File: config.mk
export PLATFORM = sky130hd
export DESIGN_NAME = rotated_sprite_blitter_unit_flat
export DESIGN_NICKNAME = d
export VERILOG_FILES = /design/src/rtl/rsb_pkg.sv /design/src/rtl/rsb_if.sv /design/src/rtl/rsb_cfg.sv /design/src/rtl/rotated_sprite_blitter_unit.sv /design/src/flat_wrapper.sv
export SDC_FILE = /design/constraint.sdc
export NUM_CORES = 1
export LEC_CHECK = 0
export BUFFER_PORTS_ARGS = -buffer_cell sky130_fd_sc_hd__clkbuf_2
export CAP_MARGIN = 20
export CORE_ASPECT_RATIO = 1.75
export CORE_MARGIN = 8
export CORE_UTILIZATION = 65
export CTS_CLUSTER_SIZE = 8
export DETAILED_ROUTE_END_ITERATION = 10
export PLACE_DENSITY = 0.86
export SKIP_CTS_REPAIR_TIMING = 1
export SLEW_MARGIN = 20
export SYNTH_ARGS = -nofsm -noshare
export SYNTH_HDL_FRONTEND = slang
export SYNTH_HIERARCHICAL = 1
export SYNTH_SLANG_ARGS = --single-unit
File: constraint.sdc
create_clock -name clk -period 9.7 [get_ports clk]
set_input_delay 1.455 -clock clk [delete_from_list [all_inputs] [get_ports clk]]
set_output_delay 1.455 -clock clk [all_outputs]
set_load 0.01 [all_outputs]
File: src/rtl/rsb_pkg.sv
// ============================================================================
// rsb_pkg: shared types and constants of the rotated sprite blitter
// Configuration register map, register file struct and field widths.
// ============================================================================
`default_nettype none

package rsb_pkg;

	// Defaults for the top-level parameters.
	localparam int MAX_SPRITE_DEF = 256;
	localparam int ADDR_WIDTH_DEF = 24;

	// Fixed field widths.
	localparam int POS_W    = 13;
	localparam int COORD_W  = 12;
	localparam int STRIDE_W = 14;
	localparam int BPP_W    = 3;
	localparam int DIMREG_W = 9;
	localparam int COLOR_W  = 32;
	localparam int PROD_W   = COORD_W + STRIDE_W + 1;
	localparam int PADDR_W  = 5;
	localparam int PDATA_W  = 32;

	// Command codes of an input beat.
	localparam logic CMD_BEGIN = 1'b0;
	localparam logic CMD_PIXEL = 1'b1;

	// Register indexes, one word apart on the bus.
	typedef enum logic [2:0] {
		REG_SCREEN_W = 3'd0,
		REG_SCREEN_H = 3'd1,
		REG_STRIDE   = 3'd2,
		REG_BPP      = 3'd3,
		REG_SPRITE_W = 3'd4,
		REG_SPRITE_H = 3'd5,
		REG_KEY      = 3'd6
	} reg_idx_t;

	typedef struct packed {
		logic [COORD_W-1:0]  disp_width;
		logic [COORD_W-1:0]  disp_height;
		logic [STRIDE_W-1:0] line_stride_bytes;
		logic [BPP_W-1:0]    pixel_bytes;
		logic [DIMREG_W-1:0] sprite_width;
		logic [DIMREG_W-1:0] sprite_height;
		logic [COLOR_W-1:0]  transparent_color;
	} cfg_t;

	localparam cfg_t CFG_RESET = '{
		disp_width:        12'd1024,
		disp_height:       12'd768,
		line_stride_bytes: 14'd4096,
		pixel_bytes:       3'd4,
		sprite_width:      9'd16,
		sprite_height:     9'd16,
		transparent_color: 32'd0
	};

endpackage

`default_nettype wire

File: src/rtl/rsb_if.sv
// ============================================================================
// rsb_if: stream channels of the rotated sprite blitter
// Source pixel/command channel and framebuffer write channel.
// ============================================================================
`default_nettype none

interface rsb_in_if;
	logic               valid;
	logic               ready;
	logic               cmd;
	logic signed [12:0] pos_x;
	logic signed [12:0] pos_y;
	logic [1:0]         turn;
	logic [31:0]        pixel_color;

	modport source (output valid, cmd, pos_x, pos_y, turn, pixel_color, input ready);
	modport sink   (input valid, cmd, pos_x, pos_y, turn, pixel_color, output ready);
endinterface

interface rsb_out_if #(
	parameter int ADDR_WIDTH = 24
);
	logic                  valid;
	logic                  ready;
	logic                  write_enable;
	logic [ADDR_WIDTH-1:0] write_addr;
	logic [31:0]           write_data;
	logic                  last_pixel;

	modport source (output valid, write_enable, write_addr, write_data, last_pixel,
		input ready);
	modport sink   (input valid, write_enable, write_addr, write_data, last_pixel,
		output ready);
endinterface

`default_nettype wire

File: src/rtl/rsb_cfg.sv
// ============================================================================
// rsb_cfg: configuration register file
// APB-style write and read access to the seven blitter registers.
// ============================================================================
`default_nettype none

module rsb_cfg
	import rsb_pkg::*;
(
	input  wire logic               clk,
	input  wire logic               arst_n,
	input  wire logic               psel,
	input  wire logic               penable,
	input  wire logic               pwrite,
	input  wire logic [PADDR_W-1:0] paddr,
	input  wire logic [PDATA_W-1:0] pwdata,
	output logic      [PDATA_W-1:0] prdata,
	output logic                    pready,
	output cfg_t                    cfg
);

	cfg_t     cfg_q;
	reg_idx_t idx;
	logic     wr;

	assign idx    = reg_idx_t'(paddr[PADDR_W-1:2]);
	assign wr     = psel && penable && pwrite;
	assign pready = 1'b1;
	assign cfg    = cfg_q;

	always_ff @(posedge clk or negedge arst_n) begin
		if (!arst_n) begin
			cfg_q <= CFG_RESET;
		end else if (wr) begin
			case (idx)
				REG_SCREEN_W: cfg_q.disp_width        <= pwdata[COORD_W-1:0];
				REG_SCREEN_H: cfg_q.disp_height       <= pwdata[COORD_W-1:0];
				REG_STRIDE:   cfg_q.line_stride_bytes <= pwdata[STRIDE_W-1:0];
				REG_BPP:      cfg_q.pixel_bytes       <= pwdata[BPP_W-1:0];
				REG_SPRITE_W: cfg_q.sprite_width      <= pwdata[DIMREG_W-1:0];
				REG_SPRITE_H: cfg_q.sprite_height     <= pwdata[DIMREG_W-1:0];
				REG_KEY:      cfg_q.transparent_color <= pwdata[COLOR_W-1:0];
				default:      ;
			endcase
		end
	end

	always_comb begin
		case (idx)
			REG_SCREEN_W: prdata = PDATA_W'(cfg_q.disp_width);
			REG_SCREEN_H: prdata = PDATA_W'(cfg_q.disp_height);
			REG_STRIDE:   prdata = PDATA_W'(cfg_q.line_stride_bytes);
			REG_BPP:      prdata = PDATA_W'(cfg_q.pixel_bytes);
			REG_SPRITE_W: prdata = PDATA_W'(cfg_q.sprite_width);
			REG_SPRITE_H: prdata = PDATA_W'(cfg_q.sprite_height);
			REG_KEY:      prdata = PDATA_W'(cfg_q.transparent_color);
			default:      prdata = '0;
		endcase
	end

endmodule

`default_nettype wire

File: src/rtl/rotated_sprite_blitter_unit.sv
// ============================================================================
// rotated_sprite_blitter_unit: quarter-turn sprite blitter with colour key
// Maps a raster stream of source pixels to clipped framebuffer writes.
// ============================================================================
//
//  Channel  Direction  Beat contents
//  -------  ---------  ---------------------------------------------------
//  src      in         cmd, pos_x, pos_y, turn, pixel_color
//  dst      out        write_enable, write_addr, write_data, last_pixel
//  APB      in/out     register writes and reads, pready tied high
//
// Every accepted beat yields exactly one result beat, registered in stage one,
// then stage two; one beat can be taken every clock unless the output stalls.
// The first stage computes the rotated screen position, the clip test and the
// colour key test; the second forms row * stride + column * pixel size.
// Reset clears the raster counters, the sprite centre, the rotation and the
// pipeline valid flags, and loads the register defaults.
// A stalled output holds both stages; src stays ready while stage one is free.
//
`default_nettype none

module rotated_sprite_blitter_unit
	import rsb_pkg::*;
#(
	parameter int MAX_SPRITE = MAX_SPRITE_DEF,
	parameter int ADDR_WIDTH = ADDR_WIDTH_DEF
) (
	input  wire logic               clk,
	input  wire logic               arst_n,
	rsb_in_if.sink                  src,
	rsb_out_if.source               dst,
	input  wire logic               psel,
	input  wire logic               penable,
	input  wire logic               pwrite,
	input  wire logic [PADDR_W-1:0] paddr,
	input  wire logic [PDATA_W-1:0] pwdata,
	output logic      [PDATA_W-1:0] prdata,
	output logic                    pready
);

	// Raster counter width, clamped dimension width and coordinate widths.
	localparam int CNT_W  = $clog2(MAX_SPRITE);
	localparam int DIM_W  = (CNT_W + 1 > DIMREG_W) ? CNT_W + 1 : DIMREG_W;
	localparam int OFS_W  = DIM_W + 1;
	localparam int XW     = ((POS_W > OFS_W) ? POS_W : OFS_W) + 1;
	localparam int SUM_W  = (ADDR_WIDTH > PROD_W) ? ADDR_WIDTH : PROD_W;

	cfg_t cfg;

	rsb_cfg u_cfg (
		.clk     (clk),
		.arst_n  (arst_n),
		.psel    (psel),
		.penable (penable),
		.pwrite  (pwrite),
		.paddr   (paddr),
		.pwdata  (pwdata),
		.prdata  (prdata),
		.pready  (pready),
		.cfg     (cfg)
	);

	// Sprite state.
	logic [CNT_W-1:0]        col_q, row_q;
	logic signed [POS_W-1:0] centre_x_q, centre_y_q;
	logic [1:0]              rot_q;

	// Pipeline registers.
	logic               v_s1, we_s1, last_s1;
	logic [COORD_W-1:0] x_s1, y_s1;
	logic [COLOR_W-1:0] data_s1;
	logic [BPP_W-1:0]   bpp_s1;

	logic                  v_s2, we_s2, last_s2;
	logic [ADDR_WIDTH-1:0] addr_s2;
	logic [COLOR_W-1:0]    data_s2;

	logic advance, accept;

	assign advance   = !v_s2 || dst.ready;
	assign src.ready = !v_s1 || advance;
	assign accept    = src.valid && src.ready;

	// ------------------------------------------------------------------
	// Stage one: clamped sizes, rotated position, clip and key tests.
	// ------------------------------------------------------------------
	logic [DIM_W-1:0]        w_c, h_c, sw_ext, sh_ext, max_dim;
	logic [BPP_W-1:0]        bpp_c;
	logic [COLOR_W-1:0]      color_m;
	logic signed [OFS_W-1:0] vx, vy;
	logic signed [XW-1:0]    dx, dy;
	logic                    on_screen, pix_we;
	logic                    row_end, sprite_end;

	assign max_dim = DIM_W'(MAX_SPRITE);
	assign sw_ext  = DIM_W'(cfg.sprite_width);
	assign sh_ext  = DIM_W'(cfg.sprite_height);

	always_comb begin
		if (sw_ext == '0) begin
			w_c = DIM_W'(1);
		end else if (sw_ext > max_dim) begin
			w_c = max_dim;
		end else begin
			w_c = sw_ext;
		end
		if (sh_ext == '0) begin
			h_c = DIM_W'(1);
		end else if (sh_ext > max_dim) begin
			h_c = max_dim;
		end else begin
			h_c = sh_ext;
		end

		if (cfg.pixel_bytes < BPP_W'(2)) begin
			bpp_c = BPP_W'(2);
		end else if (cfg.pixel_bytes > BPP_W'(4)) begin
			bpp_c = BPP_W'(4);
		end else begin
			bpp_c = cfg.pixel_bytes;
		end

		case (bpp_c)
			BPP_W'(2): color_m = {16'd0, src.pixel_color[15:0]};
			BPP_W'(3): color_m = {8'd0, src.pixel_color[23:0]};
			default:   color_m = src.pixel_color;
		endcase

		// Offset of the current source pixel from the sprite pivot.
		vx = $signed({1'b0, DIM_W'(col_q)}) - $signed({1'b0, w_c >> 1});
		vy = $signed({1'b0, DIM_W'(row_q)}) - $signed({1'b0, h_c >> 1});

		case (rot_q)
			2'd1: begin
				dx = XW'(centre_x_q) - XW'(vy);
				dy = XW'(centre_y_q) + XW'(vx);
			end
			2'd2: begin
				dx = XW'(centre_x_q) - XW'(vx);
				dy = XW'(centre_y_q) - XW'(vy);
			end
			2'd3: begin
				dx = XW'(centre_x_q) + XW'(vy);
				dy = XW'(centre_y_q) - XW'(vx);
			end
			default: begin
				dx = XW'(centre_x_q) + XW'(vx);
				dy = XW'(centre_y_q) + XW'(vy);
			end
		endcase

		on_screen = !dx[XW-1] && !dy[XW-1]
			&& (dx[XW-2:0] < (XW-1)'(cfg.disp_width))
			&& (dy[XW-2:0] < (XW-1)'(cfg.disp_height));
		pix_we = on_screen && (color_m != cfg.transparent_color);

		// A counter at or past the last column or row ends that row or sprite.
		row_end    = (DIM_W'(col_q) + DIM_W'(1)) >= w_c;
		sprite_end = row_end && ((DIM_W'(row_q) + DIM_W'(1)) >= h_c);
	end

	always_ff @(posedge clk or negedge arst_n) begin
		if (!arst_n) begin
			col_q      <= '0;
			row_q      <= '0;
			centre_x_q <= '0;
			centre_y_q <= '0;
			rot_q      <= '0;
		end else if (accept) begin
			if (src.cmd == CMD_BEGIN) begin
				centre_x_q <= src.pos_x;
				centre_y_q <= src.pos_y;
				rot_q      <= src.turn;
				col_q      <= '0;
				row_q      <= '0;
			end else if (row_end) begin
				col_q <= '0;
				row_q <= sprite_end ? '0 : row_q + CNT_W'(1);
			end else begin
				col_q <= col_q + CNT_W'(1);
			end
		end
	end

	always_ff @(posedge clk or negedge arst_n) begin
		if (!arst_n) begin
			v_s1 <= 1'b0;
		end else if (src.ready) begin
			v_s1 <= src.valid;
		end
	end

	always_ff @(posedge clk) begin
		if (accept) begin
			if (src.cmd == CMD_PIXEL) begin
				we_s1   <= pix_we;
				last_s1 <= sprite_end;
				data_s1 <= pix_we ? color_m : '0;
			end else begin
				we_s1   <= 1'b0;
				last_s1 <= 1'b0;
				data_s1 <= '0;
			end
			x_s1   <= dx[COORD_W-1:0];
			y_s1   <= dy[COORD_W-1:0];
			bpp_s1 <= bpp_c;
		end
	end

	// ------------------------------------------------------------------
	// Stage two: framebuffer byte address, wrapped to the address width.
	// ------------------------------------------------------------------
	logic [SUM_W-1:0] addr_full;

	assign addr_full = SUM_W'(y_s1) * SUM_W'(cfg.line_stride_bytes)
		+ SUM_W'(x_s1) * SUM_W'(bpp_s1);

	always_ff @(posedge clk or negedge arst_n) begin
		if (!arst_n) begin
			v_s2 <= 1'b0;
		end else if (advance) begin
			v_s2 <= v_s1;
		end
	end

	always_ff @(posedge clk) begin
		if (advance && v_s1) begin
			we_s2   <= we_s1;
			last_s2 <= last_s1;
			data_s2 <= data_s1;
			addr_s2 <= we_s1 ? addr_full[ADDR_WIDTH-1:0] : '0;
		end
	end

	assign dst.valid        = v_s2;
	assign dst.write_enable = we_s2;
	assign dst.write_addr   = addr_s2;
	assign dst.write_data   = data_s2;
	assign dst.last_pixel   = last_s2;

	// ------------------------------------------------------------------
	// Assertions
	// ------------------------------------------------------------------

	// A suppressed write carries neither address nor data.
	a_quiet_suppress: assert property (@(posedge clk) disable iff (!arst_n)
		dst.valid && !dst.write_enable |-> dst.write_addr == '0 && dst.write_data == '0)
		else $error("suppressed beat carries address or data");

	// A begin beat restarts the source raster.
	a_begin_restart: assert property (@(posedge clk) disable iff (!arst_n)
		accept && src.cmd == CMD_BEGIN |=> col_q == '0 && row_q == '0)
		else $error("begin beat did not restart the raster");

	// An empty first stage never blocks the input.
	a_ready_empty: assert property (@(posedge clk) disable iff (!arst_n)
		!v_s1 |-> src.ready)
		else $error("input blocked with empty first stage");

	// A held first stage keeps its beat while the output stalls.
	a_hold_s1: assert property (@(posedge clk) disable iff (!arst_n)
		v_s1 && !advance |=> v_s1 && $stable(we_s1) && $stable(data_s1))
		else $error("first stage lost its beat during a stall");

endmodule

`default_nettype wire

File: src/flat_wrapper.sv
// flat-port wrapper written by rule: the top's interface ports become plain ports
module rotated_sprite_blitter_unit_flat import rsb_pkg::*;
#(
	parameter int MAX_SPRITE = MAX_SPRITE_DEF,
	parameter int ADDR_WIDTH = ADDR_WIDTH_DEF
)
  (clk, arst_n, psel, penable, pwrite, paddr, pwdata, prdata, pready, src_valid, src_cmd, src_pos_x, src_pos_y, src_turn, src_pixel_color, src_ready, dst_valid, dst_write_enable, dst_write_addr, dst_write_data, dst_last_pixel, dst_ready);
  rsb_in_if src_i ();
  rsb_out_if #(.ADDR_WIDTH(ADDR_WIDTH)) dst_i ();
  input  wire logic clk;
  input  wire logic arst_n;
  input  wire logic psel;
  input  wire logic penable;
  input  wire logic pwrite;
  input  wire logic [PADDR_W-1:0] paddr;
  input  wire logic [PDATA_W-1:0] pwdata;
  output logic      [PDATA_W-1:0] prdata;
  output logic pready;
  input wire logic [$bits(src_i.valid)-1:0] src_valid;
  input wire logic [$bits(src_i.cmd)-1:0] src_cmd;
  input wire logic [$bits(src_i.pos_x)-1:0] src_pos_x;
  input wire logic [$bits(src_i.pos_y)-1:0] src_pos_y;
  input wire logic [$bits(src_i.turn)-1:0] src_turn;
  input wire logic [$bits(src_i.pixel_color)-1:0] src_pixel_color;
  output wire logic [$bits(src_i.ready)-1:0] src_ready;
  output wire logic [$bits(dst_i.valid)-1:0] dst_valid;
  output wire logic [$bits(dst_i.write_enable)-1:0] dst_write_enable;
  output wire logic [$bits(dst_i.write_addr)-1:0] dst_write_addr;
  output wire logic [$bits(dst_i.write_data)-1:0] dst_write_data;
  output wire logic [$bits(dst_i.last_pixel)-1:0] dst_last_pixel;
  input wire logic [$bits(dst_i.ready)-1:0] dst_ready;
  assign src_i.valid = src_valid;
  assign src_i.cmd = src_cmd;
  assign src_i.pos_x = src_pos_x;
  assign src_i.pos_y = src_pos_y;
  assign src_i.turn = src_turn;
  assign src_i.pixel_color = src_pixel_color;
  assign src_ready = src_i.ready;
  assign dst_valid = dst_i.valid;
  assign dst_write_enable = dst_i.write_enable;
  assign dst_write_addr = dst_i.write_addr;
  assign dst_write_data = dst_i.write_data;
  assign dst_last_pixel = dst_i.last_pixel;
  assign dst_i.ready = dst_ready;
  rotated_sprite_blitter_unit #(.MAX_SPRITE(MAX_SPRITE), .ADDR_WIDTH(ADDR_WIDTH)) u_core (.clk(clk), .arst_n(arst_n), .src(src_i), .dst(dst_i), .psel(psel), .penable(penable), .pwrite(pwrite), .paddr(paddr), .pwdata(pwdata), .prdata(prdata), .pready(pready));
endmodule
==> impl_metrics.yaml <==
outcome:
  status: "finished clean"
logic_synthesis:
  async_reset_ff_share_pct: 53.5
  synthDistinctLibCells: 94
  netlist_area_sq_mm: 0.0217
  synth_seq_cells: 256
  synth_edf_count: 119
  synth_cells: 2055
  yosysTopAreaCell: "edfxtp_1"
  synth.most_common_cell: "inv_1"
  synth_common_cells: "245 x inv_1, 244 x nand2_1, 167 x ha_1, 158 x fa_1, 130 x dfrtp_1"
  synth.area.top_cells: "edfxtp_1 16%, dfrtp_1 15%, fa_1 15%, ha_1 9.6%, mux2_2 5.0%"
  synth-main-ff-cell: "dfrtp_1"
  synthesis.nets: 2485
  yosys_warnings: 6
  synth_top_cell_area_share_pct: 16.5
  seq_area_frac_synth_pct: 32.3
  postSynthAreaPerCell_sq_um: 10.5
global_route:
  track_usage_pct: 30.2
  overflow: 0
  antenna_found_initial: 5
  grt_pass1_wl_microns: 93600
  grt_max_degree: 78
  grt_pass1_vias: 17800
route:
  finalWirelength_microns: 59900
  drt-initial-drc-count: 1152
  route.detailed.drc: 0
  drt_first_pass_iters: 6
  vias_per_cell: 6.27
  postRouteAntennaNets: 0
  routed-via-count: 16600
  wl_per_cell_microns: 22.6
cells_and_area:
  nNetsFinal: 2650
  area_growth_pct: 10.3
  drive_gt1_share_pct: 19.1
  fillCellCount: 2198
  final_core_util_pct: 72.6
critical_path:
  crit_path_end_kind: "register"
  critPathMaxFanout: 33
  cpMaxStageDelayCell: "xnor2_1"
  critical_path_required_ps: 10030
  crit_type: "register to register"
  worstSetupStartpointType: "register"
  arrival_ps: 7590
  crit_path_max_incr_delay_ps: 520
  path_common_cell: "ha_1"
hold_path:
  hold_path_class: "register to register"
clock_tree:
  clock_latency_ps: 550
  cts_buffers: 37
  htreeDepth: 2
  path_clk_slew_ps: 50
  cts.sinks: 256
  clock_path_buffers: 3
  cts-root-buf: "clkbuf_16"
  tritoncts: "yes"
timing:
  rsz0062_at_grt: "false"
  worst_pin_slew_ps: 1090
  finalMaxSlewViolations: 0
  fin_crit_ps: 7260
  max_slew_margin_pct: 27.3
  skew_ps: 27.3
  period_share_pct: 74.8
  fin_tns_setup_ps: 0
  max_freq_mhz: 138
  hold_viol: 0
  setup_viol: 0
run:
  cap_viol_max_count: 0
place:
  hpwl_microns: 46400
  portBuffers: 194
  gp_congestion: 0.959
floorplanning:
  coreArea_sq_mm: 0.0329
  num_rows: 88
  die_w_microns: 154
  initial_utilization_pct: 65.8
  die_area_sq_mm: 0.0397
  die_height_microns: 258
  ios: 198
-- cells by family after synthesis --
family / share of synthesized area (%)
mux: 8.79
compound gates: 9.14
xor+xnor: 3.71
other cells: 0.0173
fa+ha+maj: 24.2
flops: 32.3
simple gates: 15.6
buf+inv: 6.19
-- registers in the layout (all words and copies together), names as in the netlist, 12 cells and up --
| name | flops |
|---|---|
| u_core/dst.write_data | 32 |
| u_core/centre_y_q | 13 |
| u_core/u_cfg/cfg | 91 |
| u_core/dst.write_addr | 24 |
| u_core/centre_x_q | 13 |
| u_core/y_s1 | 12 |
| u_core/x_s1 | 12 |
| u_core/data_s1 | 32 |
-- layer usage --
layer	wire length, microns	global-route usage (%)
met1	19000	28.8
met2	31900	55.2
met3	3830	5.74
met4	5230	25.2
met5	13	0
-- layout by cell type (no fill, tap or decap), types with 15 or more instances in the layout --
cell	Yosys	final
inv_1	245	244
nand2_1	244	243
clkbuf_2	0	193
ha_1	167	167
fa_1	158	158
dfrtp_1	130	130
edfxtp_1	119	119
and2_1	104	103
mux2_2	96	96
nor2_1	60	60
o21ai_0	59	59
a21oi_1	50	50
xnor2_1	48	48
mux2i_1	40	40
clkbuf_16	0	37
xor2_1	35	35
a21o_1	28	28
nand2b_1	25	25
clkbuf_1	51	24
nand3_1	23	23
o21a_1	22	22
nor3_1	21	21
mux2_4	20	20
nor2b_1	17	17
nor4_2	15	15
-- through the flow --
stage          hold slack [ps]  setup slack [ps]  std cells  instance area, sq um
4_1_cts                    416              2580       2650                 23900
2_1_floorplan              400              3560       2055                 21700
5_1_grt                    418              1850       2654                 23900
3_3_place_gp               402              2830       2586                 22800
6_report                   412              2440       2654                 23900
3_5_place_dp               405              2680       2586                 22800
-- path summary, 6_finish.rpt --
path / startpoint / end / slack (ps) / cells past startpoint
min: u_core/data_s1[11]$_SDFFCE_PN0P_ / u_core/dst.write_data[11]$_DFFE_PP_ / 410 / 0
max reg2reg: u_core/u_cfg/cfg[40]$_DFFE_PN0P_ / u_core/data_s1[1]$_SDFFCE_PN0P_ / 2440 / 26
max: u_core/u_cfg/cfg[40]$_DFFE_PN0P_ / u_core/data_s1[1]$_SDFFCE_PN0P_ / 2440 / 26
max in group asynchronous: arst_n / u_core/col_q[2]$_DFFE_PN0P_ / 7370 / 2
min reg2reg: u_core/data_s1[11]$_SDFFCE_PN0P_ / u_core/dst.write_data[11]$_DFFE_PP_ / 410 / 0
min in group asynchronous: arst_n / u_core/centre_y_q[7]$_DFFE_PN0P_ / 880 / 1
-- layout make-up --
cell class / count / area (sq um) / share of cell area [%]
tap: 405 / 507 / 2.12
inverter: 246 / 923 / 3.86
sequential: 256 / 7010 / 29.3
antenna: 4 / 10.0 / 0.0419
clock buffer: 61 / 1020 / 4.25
multi-input combinational: 1477 / 13300 / 55.8
timing repair buffer: 202 / 1040 / 4.34
clock inverter: 3 / 62.6 / 0.262
-- critical path: cells and delay by family (launching register included) --
family,cells,cell delay (ps)
XOR/XNOR,2,690
adder cells (fa/ha/maj),4,1000
flip-flops,1,460
multiplexers,1,350
buffers and inverters,2,370
AO/OA/AOI/OAI,7,2020
AND/OR/NAND/NOR,10,2140
Power is left out: the tool's default activity adds up to more than one toggle a clock period on the data nets, which glitch-free logic cannot reach.
